**src/rtl/core/dnd_pkg.sv**
```systemverilog
package dnd_pkg;

	localparam int MSG_BYTES = 1024;
	localparam int MAX_NAME  = 256;
	localparam int ADDR_W    = $clog2(MSG_BYTES);

	localparam logic [2:0] ST_OK        = 3'd0;
	localparam logic [2:0] ST_OVERFLOW  = 3'd1;
	localparam logic [2:0] ST_PTR_RANGE = 3'd2;
	localparam logic [2:0] ST_LOOP      = 3'd3;
	localparam logic [2:0] ST_RESERVED  = 3'd4;
	localparam logic [2:0] ST_PAST_END  = 3'd5;

	localparam logic [1:0] TOP_LABEL = 2'b00;
	localparam logic [1:0] TOP_PTR   = 2'b11;

	localparam logic [7:0] CH_DOT = 8'h2e;
	localparam logic [7:0] CH_BSL = 8'h5c;

	typedef struct packed {
		logic        action;
		logic [9:0]  load_addr;
		logic [7:0]  load_byte;
		logic [9:0]  start_offset;
		logic [10:0] msg_length;
		logic [8:0]  out_capacity;
	} req_t;

	typedef struct packed {
		logic [63:0] out_chars;
		logic [3:0]  out_count;
		logic        is_last;
		logic [2:0]  status;
		logic [10:0] consumed;
	} rsp_t;

	typedef struct packed {
		logic       init;
		logic       rd_len;
		logic       rd_ptr;
		logic       latch_n;
		logic       add_label;
		logic       dec_rem;
		logic       jump;
		logic       cons_term;
		logic       cons_ptr;
		logic       put_dot;
		logic       put_esc;
		logic       put_char;
		logic       flush;
		logic       emit_last;
		logic       set_st;
		logic [2:0] st;
	} cmd_t;

	typedef struct packed {
		logic       past_end;
		logic       n_zero;
		logic [1:0] n_top;
		logic       d_zero;
		logic       ovf_dot;
		logic       ovf_label;
		logic       is_dot;
		logic       ovf_esc;
		logic       ptr_range;
		logic       loop;
		logic       rem_zero;
		logic       chunk_full;
		logic       out_free;
	} stat_t;

endpackage

```
**src/rtl/core/dnd_ctrl.sv**
```systemverilog
module dnd_ctrl import dnd_pkg::*; (
	input  logic  clk,
	input  logic  arst_n,
	input  logic  req_fire,
	input  logic  req_action,
	input  stat_t stat,
	output logic  req_stall,
	output cmd_t  cmd
);

	typedef enum logic [3:0] {
		S_IDLE,
		S_LEN_RD,
		S_LEN,
		S_DOT,
		S_LABCHK,
		S_CH_RD,
		S_CH,
		S_ESC,
		S_PUTC,
		S_PTR_RD,
		S_PTR,
		S_FIN
	} state_t;

	state_t state_q, state_d;

	always_comb begin
		cmd     = '0;
		state_d = state_q;
		case (state_q)
			S_IDLE: begin
				if (req_fire && req_action) begin
					cmd.init = 1'b1;
					state_d  = S_LEN_RD;
				end
			end
			S_LEN_RD: begin
				if (stat.past_end) begin
					cmd.set_st = 1'b1;
					cmd.st     = ST_PAST_END;
					state_d    = S_FIN;
				end else begin
					cmd.rd_len = 1'b1;
					state_d    = S_LEN;
				end
			end
			S_LEN: begin
				if (stat.n_zero) begin
					cmd.cons_term = 1'b1;
					state_d       = S_FIN;
				end else begin
					case (stat.n_top)
						TOP_LABEL: begin
							cmd.latch_n = 1'b1;
							if (stat.d_zero) begin
								state_d = S_LABCHK;
							end else if (stat.ovf_dot) begin
								cmd.set_st = 1'b1;
								cmd.st     = ST_OVERFLOW;
								state_d    = S_FIN;
							end else begin
								state_d = S_DOT;
							end
						end
						TOP_PTR: begin
							// low six bits become the pointer high part
							cmd.latch_n  = 1'b1;
							cmd.cons_ptr = 1'b1;
							state_d      = S_PTR_RD;
						end
						default: begin
							cmd.set_st = 1'b1;
							cmd.st     = ST_RESERVED;
							state_d    = S_FIN;
						end
					endcase
				end
			end
			S_DOT: begin
				if (stat.chunk_full) begin
					cmd.flush = stat.out_free;
				end else begin
					cmd.put_dot = 1'b1;
					state_d     = S_LABCHK;
				end
			end
			S_LABCHK: begin
				if (stat.ovf_label) begin
					cmd.set_st = 1'b1;
					cmd.st     = ST_OVERFLOW;
					state_d    = S_FIN;
				end else begin
					cmd.add_label = 1'b1;
					state_d       = S_CH_RD;
				end
			end
			S_CH_RD: begin
				if (stat.rem_zero) begin
					state_d = S_LEN_RD;
				end else begin
					cmd.dec_rem = 1'b1;
					if (stat.past_end) begin
						cmd.set_st = 1'b1;
						cmd.st     = ST_PAST_END;
						state_d    = S_FIN;
					end else begin
						cmd.rd_len = 1'b1;
						state_d    = S_CH;
					end
				end
			end
			S_CH: begin
				if (!stat.is_dot) begin
					state_d = S_PUTC;
				end else if (stat.ovf_esc) begin
					cmd.set_st = 1'b1;
					cmd.st     = ST_OVERFLOW;
					state_d    = S_FIN;
				end else begin
					state_d = S_ESC;
				end
			end
			S_ESC: begin
				if (stat.chunk_full) begin
					cmd.flush = stat.out_free;
				end else begin
					cmd.put_esc = 1'b1;
					state_d     = S_PUTC;
				end
			end
			S_PUTC: begin
				if (stat.chunk_full) begin
					cmd.flush = stat.out_free;
				end else begin
					cmd.put_char = 1'b1;
					state_d      = S_CH_RD;
				end
			end
			S_PTR_RD: begin
				if (stat.past_end) begin
					cmd.set_st = 1'b1;
					cmd.st     = ST_PAST_END;
					state_d    = S_FIN;
				end else begin
					cmd.rd_ptr = 1'b1;
					state_d    = S_PTR;
				end
			end
			S_PTR: begin
				if (stat.ptr_range) begin
					cmd.set_st = 1'b1;
					cmd.st     = ST_PTR_RANGE;
					state_d    = S_FIN;
				end else if (stat.loop) begin
					cmd.set_st = 1'b1;
					cmd.st     = ST_LOOP;
					state_d    = S_FIN;
				end else begin
					cmd.jump = 1'b1;
					state_d  = S_LEN_RD;
				end
			end
			S_FIN: begin
				// a full chunk left over goes out before the final one
				if (stat.out_free) begin
					if (stat.chunk_full) begin
						cmd.flush = 1'b1;
					end else begin
						cmd.emit_last = 1'b1;
						state_d       = S_IDLE;
					end
				end
			end
			default: begin
				state_d = S_IDLE;
			end
		endcase
	end

	always_ff @(posedge clk or negedge arst_n) begin
		if (!arst_n) begin
			state_q <= S_IDLE;
		end else begin
			state_q <= state_d;
		end
	end

	assign req_stall = state_q != S_IDLE;

endmodule
```
**config.mk**
```make
export PLATFORM = sky130hd
export DESIGN_NAME = dnd_ctrl
export DESIGN_NICKNAME = d
export VERILOG_FILES = /design/src/rtl/core/dnd_pkg.sv /design/src/rtl/core/dnd_ctrl.sv
export SDC_FILE = /design/constraint.sdc
export NUM_CORES = 1
export LEC_CHECK = 0
export BUFFER_PORTS_ARGS = -buffer_cell sky130_fd_sc_hd__buf_4
export CAP_MARGIN = 20
export CORE_MARGIN = 4
export CORE_UTILIZATION = 45
export CTS_CLUSTER_SIZE = 10
export DETAILED_ROUTE_END_ITERATION = 8
export HOLD_SLACK_MARGIN = 0.12
export PLACE_DENSITY = 0.79
export SYNTH_ARGS = -nofsm -noshare
export SYNTH_HDL_FRONTEND = slang
export SYNTH_SLANG_ARGS = --single-unit
```
**constraint.sdc**
```tcl
create_clock -name clk -period 2.4 [get_ports clk]
set_input_delay 0.12 -clock clk [delete_from_list [all_inputs] [get_ports clk]]
set_output_delay 0.12 -clock clk [all_outputs]
set_load 0.1 [all_outputs]
```
# Yosys cells after proc, flatten, opt, wreduce, memory -nomap -nowiden
# Index checks and enable logic that the tools add are counted.
# word_totals
ff_bits,4
in_bits,18
wordCells,88
# classes
n_eq_ne,18
muxes,61
reduce_logical,8
# ops
cell,n
4-bit 2-to-1 mux,27
4-bit one-hot mux with 12 select lines,1
1-bit 2-to-1 mux,26
4-bit one-hot mux with 6 select lines,1
"4-bit by 3-bit == test with 1-bit output, second input constant",4
"4-bit == test, second input constant",4
4-bit one-hot mux with 2 select lines,2
"2-bit != test, second input constant",6
"4-bit by 2-bit == test with 1-bit output, second input constant",2
6-bit AND reduction,1
"4-bit by 1-bit == test with 1-bit output, second input constant",1
4-bit logical NOT,1
2-bit 2-to-1 mux,2
1-bit one-hot mux with 2 select lines,2
4-bit nonzero test,1
2-bit OR reduction,2
3-bit OR reduction,1
"2-bit == test, second input constant",1
2-bit logical NOT,1
1-bit logical AND,1

# Logic depth before layout (Yosys ltp)
# Gate-level depths: netlist of the first run.
# depth
ltp_word,5
depth_mapped,7

# Worst setup path before layout of the first run
# Ideal clock, no wire load.
# synth_path
kind,reg2out
start,reg state_q[1]
end,out cmd[16] (netlist name)
t_arrival_ns,5.415
required_time_ns,2.280
path_slack_ns,-3.135
path_stages_with_launch,4
path_cell_list,dfrtp_1 buf_6 nand2b_1 a2111oi_0
# synth_lines
item,line,source
"start, declared",dnd_ctrl.sv:26,"state_t state_q, state_d;"
"start signal, assigned",dnd_ctrl.sv:185,state_q <= state_d;
"end, declared",dnd_ctrl.sv:8,output cmd_t cmd

==> results of run 1 <==
## timing repair
action	4_1_cts	5_1_grt
hold buffers	1	0
resized for setup	0	0
hold endpoints to repair	4	0
## metrics by stage
stage               worst slack (ns)  total power, mW
floorplan                     -0.384             1.27
global placement               0.538             1.56
detailed placement             0.477             1.58
CTS                            0.213             1.68
global route                  0.0952             1.78
finish                         0.153             1.68
## cells in the final DEF (no fill, tap or decap), types with 2 or more instances in the layout
master | synthesis | final
nand2b_1 | 6 | 6
ha_1 | 2 | 2
nor3_1 | 9 | 5
nor3_2 | 0 | 3
nor2_1 | 8 | 6
nand2_1 | 12 | 11
nor2_2 | 0 | 2
a211oi_1 | 2 | 2
mux2i_1 | 2 | 2
dfrtp_1 | 4 | 4
nor4_1 | 6 | 2
and2_1 | 2 | 2
inv_1 | 6 | 6
nor2b_1 | 3 | 3
o21ai_0 | 6 | 6
clkbuf_4 | 0 | 3
a21oi_1 | 8 | 8
a31oi_1 | 3 | 3
buf_4 | 0 | 45
o311ai_4 | 1 | 2
nor4_4 | 0 | 4
## Yosys cell counts, types with 2 or more instances
cell | instances | area, um2
nand2_1 | 12 | 45.0
nor3_1 | 9 | 45.0
o21ai_0 | 6 | 30.0
ha_1 | 2 | 25.0
a21oi_1 | 8 | 40.0
inv_1 | 6 | 22.5
mux2i_1 | 2 | 20.0
nand2b_1 | 6 | 37.5
dfrtp_1 | 4 | 100
nor4_1 | 6 | 37.5
and2_1 | 2 | 12.5
nor2_1 | 8 | 30.0
a31oi_1 | 3 | 18.8
a211oi_1 | 2 | 15.0
nor2b_1 | 3 | 18.8
clkbuf_1 | 4 | 15.0
buf_2 | 2 | 10.0
## final cells by class
class	instances	area, um2
clock buffers	3	22.5
multi-input cells	90	703
fillers	112	325
flip-flops and latches	4	100
well taps	16	20.0
repair buffers	46	348
inverters	6	22.5
## worst max path at each step
stage | from | endpoint | slack (ns) | depth (start not counted)
5_1_grt | state_q[3] | cmd[3] | 0.1 | 5
3_5_place_dp | state_q[3] | cmd[3] | 0.48 | 5
4_1_cts | state_q[3] | cmd[3] | 0.21 | 5
6_report | state_q[3] | cmd[3] | 0.15 | 5
2_1_floorplan | state_q[1] | cmd[16] | -0.38 | 3
3_3_place_gp | state_q[2] | state_q[3] | 0.54 | 6
## cells by family after synthesis
group	Yosys count	synth area share, %
AO/OA/AOI/OAI	33	32.5
adder cells (fa/ha/maj)	2	3.37
buffers and inverters	14	8.42
flip-flops	4	13.5
multiplexers	3	4.71
AND/OR/NAND/NOR	52	37.5
## worst register-to-register path, delay by kind of cell, from the launching register on
kind	cells	cell delay, ns
compound gates	1	0.13
buf+inv	1	0.19
flops	1	0.54
mux	1	0.33
simple gates	3	0.63
## where the power goes
part	switching [mW]	internal, mW
clock network	0.0270	0.0559
logic	0.976	0.455
registers	0.0650	0.102
## per-layer routing
layer  wire length, um  share of wire [%]  up-vias
met4                 0                  0        0
met3               212                8.2        0
li1                  -                  -      488
met2              1330                 51       53
met1              1050                 40      468
met5                 0                  0        -
==> impl_metrics.toml, run 1 <==
[drt]
firstDrtPassIters = 4
routed_wl_mm = 2.60
drt_iter0_drc = 17
drc = 0
vias_per_cell = 6.12
routedWlPerCell_um = 15.7
vias = 1009
antenna_left = 0

[timing]
fin_skew_ns = 0.00807
hold_viol = 0
final.setup.tns_ns = 0
holdWs_ns = 0.243
slew_headroom_pct = 58.5
worst_slew_pin_slew_ns = 0.616
setup-violations-final = 0
fmax_mhz = 445
rsz0062_at_grt = "false"
post-route-period-util_pct = 93.6
drv_slew = 0
period_minus_slack_ns = 2.25

[cts]
clk_latency_ns = 0.24
cts_made_buffers = 3
clk_path_buf_depth = 2
clockRootBuffer = "clkbuf_4"
post_cts_buffers = 0
cts.clk_slew.worst_paths_ns = 0.04
cts_tree = "done"
htree_num_levels = 1
clock_sinks = 4

[setup_path]
critPathMaxFanout = 10
worst_setup_path_start_kind = "register"
reg2reg_to = "state_q[3]"
r2r_start = "state_q[2]"
critPathSlowestCell = "nor4_1"
worstRegToRegCells = 6
crit_chain = "buf_4 > nor4_1 > a21oi_1 > nand2_4 > buf_4"
path_buf_inv = 2
critPathRequiredTime_ns = 2.28
cp-end-kind = "output port"
reg2reg_slack_ns = 0.47
slowest_delay_ns = 0.57
path_delay_family = "simple AND/OR/NAND/NOR gates"
worst-setup-path-type = "reg -> out"
cp.arrival_ns = 2.13
timing.critical_path.mode_cell = "buf_4"

[floorplanning]
row_count = 14
pin_count = 37
fp.dieArea_mm2 = 0.00237
die_x_um = 48.6
coreArea_mm2 = 0.00154
die_h_um = 48.6
start_util_pct = 48.2

[synthesis]
syn-num-nets = 128
synth_ff_type = "dfrtp_1"
yosys_warnings = 0
synth_cell_types = 40
async_reset_ff_share_pct = 100
synth_seq_cells = 4
syn_inst = 108
synth_edf_count = 0
ys_seq_area_share_pct = 13.5
avgSynthCellArea_um2 = 6.88
netlist_area_um2 = 743

[global_routing]
grt_pass1_wl_mm = 4.49
grt_usage_pct = 22.5
antenna_found_initial = 0
grtUsageMet2_pct = 39.6
use_met3_pct = 6.44
grt_pass1_vias = 993
grt-ovfl-total = 0
grt-busiest-layer = "met2"
grt_max_degree = 16
met1_usage_pct = 26.3

[pwr]
cellLeakagePower_nw = 0.559
vdd_ir_drop_max_mv = 1.14
power_density_mw_per_mm2 = 1380

[finish]
drive_above_1_share_pct = 45.0
post-route-cell-area_mm2 = 0.00122
largest_reg_flops = 4
largestRegisters = "state_q: 4 flops"
regMostFlops = "state_q"
antenna_cells = 0
synthToLayoutAreaGrowth_pct = 63.6
instances_no_fill = 165
nets = 171
postLayoutCoreUtil_pct = 78.9

[placed_design]
dp.cells = 161
place.gp.congestion = 0.897
placed_cell_area_mm2 = 0.00118
port_buffers = 36
dp_hpwl_mm = 2.05

[outcome]
status = "finished, final reports clean"

[run]
drv_cap = 0

[min_path]
hold_class = "in -> async"
Power figures use the tool's default switching activity.
==> run 2, diff against run 1 <==
--- a/config.mk
+++ b/config.mk
@@ -15,2 +15,3 @@
 export PLACE_DENSITY = 0.79
+export SETUP_SLACK_MARGIN = 0.05
 export SYNTH_ARGS = -nofsm -noshare
==> constraint.sdc (replaced) <==
create_clock -name clk -period 2.1 [get_ports clk]
set_input_delay 0.42 -clock clk [delete_from_list [all_inputs] [get_ports clk]]
set_output_delay 0.42 -clock clk [all_outputs]
set_load 0.1 [all_outputs]
==> impl_metrics.toml, run 2 <==
[timing]
crit_endpoint = "cmd[17]"
endpoint_type = "top-level output"

[synthesis]
yosys_warnings = 0
synth_common_cells = "nand2_1, nor3_1, a21oi_1, nor2_1"
yosysTopAreaCellShare_pct = 13.5
yosysTopAreaCell = "dfrtp_1"
synth_cell_types = 40
yosys.cell_count.top_type = "nand2_1"
synth_area_leaders = "dfrtp_1, nor3_1, nand2_1, a21oi_1, nand2b_1"
netlist_area_um2 = 743
async_reset_ff_share_pct = 100
ys_seq_area_share_pct = 13.5
synth_seq_cells = 4
avgSynthCellArea_um2 = 6.88
synth_ff_type = "dfrtp_1"
syn-num-nets = 128
syn_inst = 108
synth_edf_count = 0

[placed_design]
dp_hpwl_mm = 2.33
placed_cell_area_mm2 = 0.00131
dp.cells = 167
place.gp.congestion = 0.883
port_buffers = 36

[cts]
clock_sinks = 4
clk_path_buf_depth = 2
clockRootBuffer = "clkbuf_4"
cts_made_buffers = 3
htree_num_levels = 1

[floorplanning]
die_x_um = 48.6
start_util_pct = 48.2
row_count = 14
pin_count = 37
die_h_um = 48.6

[global_routing]
grt_max_degree = 13

[outcome]
status = "did not finish"
haltStage = "global routing"
error = "[ERROR DPL-0038] Utilization greater than 100%, impossible to legalize"
## run 2: kinds of logic after synthesis
| group | count (synthesis) | synth area share (%) |
|---|---|---|
| fa+ha+maj | 2 | 3.37 |
| mux | 3 | 4.71 |
| simple gates | 52 | 37.5 |
| buf+inv | 14 | 8.42 |
| flops | 4 | 13.5 |
| compound gates | 33 | 32.5 |
## run 2: repair_timing
item | in CTS
hold endpoints to repair | 4
endpoints found under the setup margin | 11
hold buffers | 1
buffers inserted | 10
gates resized for setup | 16
## run 2: metrics by stage
step	setup slack [ns]	TNS (ns)
4_1_cts	0.00777	0
3_5_place_dp	0.0360	0
3_3_place_gp	0.104	0
2_1_floorplan	-0.335	-1.99
==> run 3, diff against run 2 <==
CORE_AREA = 4 4 65 67   (was not set)
CORE_MARGIN = not set   (was 4)
CORE_UTILIZATION = not set   (was 45)
CTS_CLUSTER_SIZE = not set   (was 10)
DIE_AREA = 0 0 69 71   (was not set)
HOLD_SLACK_MARGIN = not set   (was 0.12)
PLACE_DENSITY = not set   (was 0.79)
PLACE_DENSITY_LB_ADDON = 0.15   (was not set)
SETUP_SLACK_MARGIN = not set   (was 0.05)
==> impl_metrics.toml, run 3 (same netlist as run 1, synthesis figures left out) <==
[drt]
drc = 0
antenna_left = 0
firstDrtPassIters = 4
drt_iter0_drc = 19
routedWlPerCell_um = 13.9
vias_per_cell = 4.85
vias = 1023
routed_wl_mm = 2.93

[floorplanning]
die_x_um = 69
fp.dieArea_mm2 = 0.00490
coreArea_mm2 = 0.00363
start_util_pct = 20.5
die_h_um = 71
pin_count = 37
row_count = 22

[placed_design]
dp_hpwl_mm = 2.37
port_buffers = 36
dp.cells = 201
placed_cell_area_mm2 = 0.00136
place.gp.congestion = 0.876
place_worst_setup_slack_ns = 0.0471

[setup_path]
worst_setup_path_start_kind = "register"
reg2reg_slack_ns = 0.11
worstRegToRegCells = 7
timing.critical_path.mode_cell = "buf_12"
critPathRequiredTime_ns = 1.68
r2r_start = "state_q[0]"
cp-end-kind = "output port"
path_delay_family = "flip-flops"
slowest_delay_ns = 0.45
cp.arrival_ns = 1.66
path_buf_inv = 2
reg2reg_to = "state_q[3]"
critPathMaxFanout = 5
crit_chain = "buf_12 > nor3_4 > nand2b_1 > o311ai_4 > buf_12"
critPathSlowestCell = "dfrtp_2"
worst-setup-path-type = "reg -> out"

[timing]
rsz0062_at_grt = "true"
post-route-period-util_pct = 99.0
hold_viol = 0
fin_skew_ns = 0.000806
slew_headroom_pct = 76.0
setup-violations-final = 0
fmax_mhz = 481
worst_slew_pin_slew_ns = 0.359
timing.final.ws_setup_ns = 0.0217
drv_slew = 0
final.setup.tns_ns = 0
period_minus_slack_ns = 2.08
holdWs_ns = 0.537

[finish]
regMostFlops = "state_q"
post-route-cell-area_mm2 = 0.00156
final_cell_mix = "buf_4, nand2_1, buf_6, a21oi_1"
instances_no_fill = 211
largest_reg_flops = 4
drive_above_1_share_pct = 56.4
nets = 185
multi_input_area_um2 = 777
seq_area_um2 = 104
fillCellCount = 372
postLayoutCoreUtil_pct = 42.9
synthToLayoutAreaGrowth_pct = 110
antenna_cells = 0
largestRegisters = "state_q: 4 flops"
layout_commonest_cell = "buf_4"

[cts]
cts_tree = "done"
clk_latency_ns = 0.22
clockRootBuffer = "clkbuf_8"
cts.clk_slew.worst_paths_ns = 0.03
cts_made_buffers = 3
clk_path_buf_depth = 2
htree_num_levels = 1
clock_sinks = 4

[pwr]
power_density_mw_per_mm2 = 1510
power_mw = 2.36
cellLeakagePower_nw = 0.672
vdd_ir_drop_max_mv = 0.549

[global_routing]
grt-ovfl-total = 0
antenna_found_initial = 0
grt_usage_pct = 12.0
use_met3_pct = 1.70
grt-busiest-layer = "met2"
grt_pass1_vias = 1027
grt_max_degree = 15
grt_pass1_wl_mm = 4.92
met1_usage_pct = 15.2
grtUsageMet2_pct = 20.9

[outcome]
status = "finished, final reports clean"

[run]
drv_cap = 0

[min_path]
hold_class = "in -> async"
==> run 3: layout make-up <==
cell class / count / area share [%]
Clock buffer: 3 / 2.65
Tap cell: 48 / 3.86
Multi-Input combinational cell: 90 / 49.9
Sequential cell: 4 / 6.67
Timing Repair Buffer: 60 / 35.5
Inverter: 6 / 1.45
==> run 3: how the worst max path moves through the flow <==
stage                           from          to  cells past startpoint  slack [ns]
final                     state_q[3]      cmd[0]                      5        0.02
after global routing      state_q[3]      cmd[0]                      5       -0.04
after CTS                 state_q[1]      cmd[8]                      5      0.0009
after detailed placement    stat[10]  state_q[3]                      8        0.05
after global placement      stat[10]  state_q[3]                      8        0.06
after floorplan           state_q[2]      cmd[3]                      6       -0.33
==> run 3: where the power goes <==
group          leakage, nW  switching, mW  total (mW)  internal [mW]
Sequential          0.0456         0.0643       0.186          0.122
Clock               0.0216         0.0388       0.161          0.122
Combinational        0.605           1.23        2.01          0.777
==> run 3: routing by layer <==
layer  vias to the layer above  share of wire [%]
li1                        513                  -
met1                       480                 44
met2                        26                 50
met3                         4                4.2
met4                         0               0.99
met5                         -                  0
==> run 3: repair_timing <==
action,CTS,global route
endpoints found under the setup margin,7,10
hold endpoints to repair,4,0
pin swaps,0,2
hold buffers,1,0
setup buffers,0,6
resized for setup,9,17
==> run 4, diff against run 3 <==
--- a/config.mk
+++ b/config.mk
@@ -8,3 +8,2 @@
 export BUFFER_PORTS_ARGS = -buffer_cell sky130_fd_sc_hd__buf_4
-export CAP_MARGIN = 20
 export CORE_AREA = 4 4 65 67
==> constraint.sdc (replaced) <==
create_clock -name clk -period 2.1 [get_ports clk]
set_input_delay 0.105 -clock clk [delete_from_list [all_inputs] [get_ports clk]]
set_output_delay 0.105 -clock clk [all_outputs]
set_load 0.1 [all_outputs]
==> impl_metrics.toml, run 4 (same netlist as run 1, synthesis figures left out) <==
[floorplanning]
coreArea_mm2 = 0.00363
pin_count = 37
die_h_um = 71
die_x_um = 69
row_count = 22
fp.dieArea_mm2 = 0.00490
start_util_pct = 20.5

[cts]
cts_tree = "done"
htree_num_levels = 1
cts.clk_slew.worst_paths_ns = 0.03
clock_sinks = 4
clk_latency_ns = 0.21
clockRootBuffer = "clkbuf_8"
post_cts_buffers = 0
cts_made_buffers = 3
clk_path_buf_depth = 2

[drt]
firstDrtPassIters = 4
drc = 0
routed_wl_mm = 2.66
drt_iter0_drc = 25
vias_per_cell = 4.92
antenna_left = 0
vias = 989
routedWlPerCell_um = 13.2

[timing]
post-route-period-util_pct = 95.2
drv_slew = 0
worst_slew_pin_slew_ns = 0.381
setup-violations-final = 0
fin_skew_ns = 0.00206
hold_viol = 0
slew_headroom_pct = 74.6
fmax_mhz = 500
period_minus_slack_ns = 2.00

[placed_design]
port_buffers = 36
dp.cells = 197
dp_hpwl_mm = 2.24
place.gp.congestion = 0.864

[setup_path]
crit_chain = "buf_4 > o21ai_0 > nand4_1 > o31a_1 > o311ai_4 > buf_4"
timing.critical_path.mode_cell = "buf_4"
r2r_start = "state_q[3]"
worst_setup_path_start_kind = "register"
worst-setup-path-type = "reg -> out"
slowest_delay_ns = 0.56
cp-startpoint = "state_q[2]"
cp-end-kind = "output port"
critPathSlowestCell = "dfrtp_1"
critPathRequiredTime_ns = 2.00
reg2reg_slack_ns = 0.30
critPathMaxFanout = 11
worstRegToRegCells = 5
cp.arrival_ns = 1.89
reg2reg_to = "state_q[3]"

[finish]
nets = 175
layout_commonest_cell = "buf_4"
largestRegisters = "state_q: 4 flops"
antenna_cells = 0
final_cell_mix = "buf_4, nand2_1, a21oi_1"
postLayoutCoreUtil_pct = 36.6
synthToLayoutAreaGrowth_pct = 79.1
multi_input_area_um2 = 726
largest_reg_flops = 4
drive_above_1_share_pct = 47.7
fillCellCount = 405
seq_area_um2 = 100
regMostFlops = "state_q"
instances_no_fill = 201

[pwr]
power_switching_mw = 1.23
vdd_ir_drop_max_mv = 0.696
pwr-share-seq_pct = 9.6
internal_power_uw = 794
cellLeakagePower_nw = 0.592
netSwitchingFraction_pct = 60.8
power_density_mw_per_mm2 = 1520
combPwrFrac_pct = 82.7
p_clk_share_pct = 7.8

[global_routing]
grt_pass1_vias = 987
grt-ovfl-total = 0
grt_max_degree = 15
grt_pass1_wl_mm = 4.56
grt_usage_pct = 10.9
antenna_found_initial = 0

[min_path]
hold_class = "in -> async"

[outcome]
status = "finished, final reports clean"

[run]
drv_cap = 0
==> run 4: changes by cell type in the layout (fill, tap and decap cells not counted), moves of 2 or more <==
cell / change
dfrtp_1: +3
buf_4: +4
nand2b_1: +3
buf_6: -9
nand2b_2: -2
buf_12: -5
dfrtp_2: -3
==> run 4: worst max-delay path: cells and delay by family (launching register included) <==
| family | cells | cell delay [ns] |
|---|---|---|
| buf+inv | 2 | 0.50 |
| compound gates | 3 | 0.48 |
| simple gates | 1 | 0.14 |
| flops | 1 | 0.56 |
==> run 4: power groups by stage <==
stage                     sequential (mW)  combinational, mW  clock, mW
after global placement              0.194               1.69          0
after CTS                           0.195               1.68      0.162
after floorplan                     0.143               1.34          0
after detailed placement            0.195               1.68          0
final                               0.194               1.68      0.157
after global routing                0.201               1.79      0.168
==> run 4: metal layers <==
layer  GRT usage (%)  wire length (um)
met1            14.1              1180
met2            18.5              1320
met3            1.70               161
met4            3.47                 0
met5               0                 0
==> run 4: how the worst max path moves through the flow <==
stage,to,slack [ns],depth (start not counted)
2_1_floorplan,cmd[16],-0.70,3
5_1_grt,cmd[16],-0.006,4
3_3_place_gp,state_q[2],0.30,6
4_1_cts,cmd[0],0.09,6
3_5_place_dp,state_q[3],0.30,5
6_report,cmd[0],0.10,6
==> run 4: area by class of cell <==
cell class	count	share of cell area [%]
multi-input combinational	90	54.5
inverter	6	1.69
tap	48	4.51
sequential	4	7.52
clock buffer	3	3.10
timing repair buffer	50	28.7
==> run 4: repair_timing <==
item                       4_1_cts  5_1_grt
hold endpoints to repair         4        0
gates resized for setup          0        1
setup endpoints to repair        0        1
hold buffers                     1        0
==> run 4: metrics by stage <==
stage	hold slack, ns	worst slack (ns)	setup TNS, ns	cell area (um2)	power, mW
floorplan	-0.191	-0.700	-0.886	898	1.49
global placement	-0.0977	0.296	0	1280	1.88
detailed placement	-0.0957	0.303	0	1280	1.87
CTS	0.221	0.0901	0	1330	2.04
global route	0.240	-0.00591	-0.00591	1330	2.16
finish	0.226	0.101	0	1330	2.03
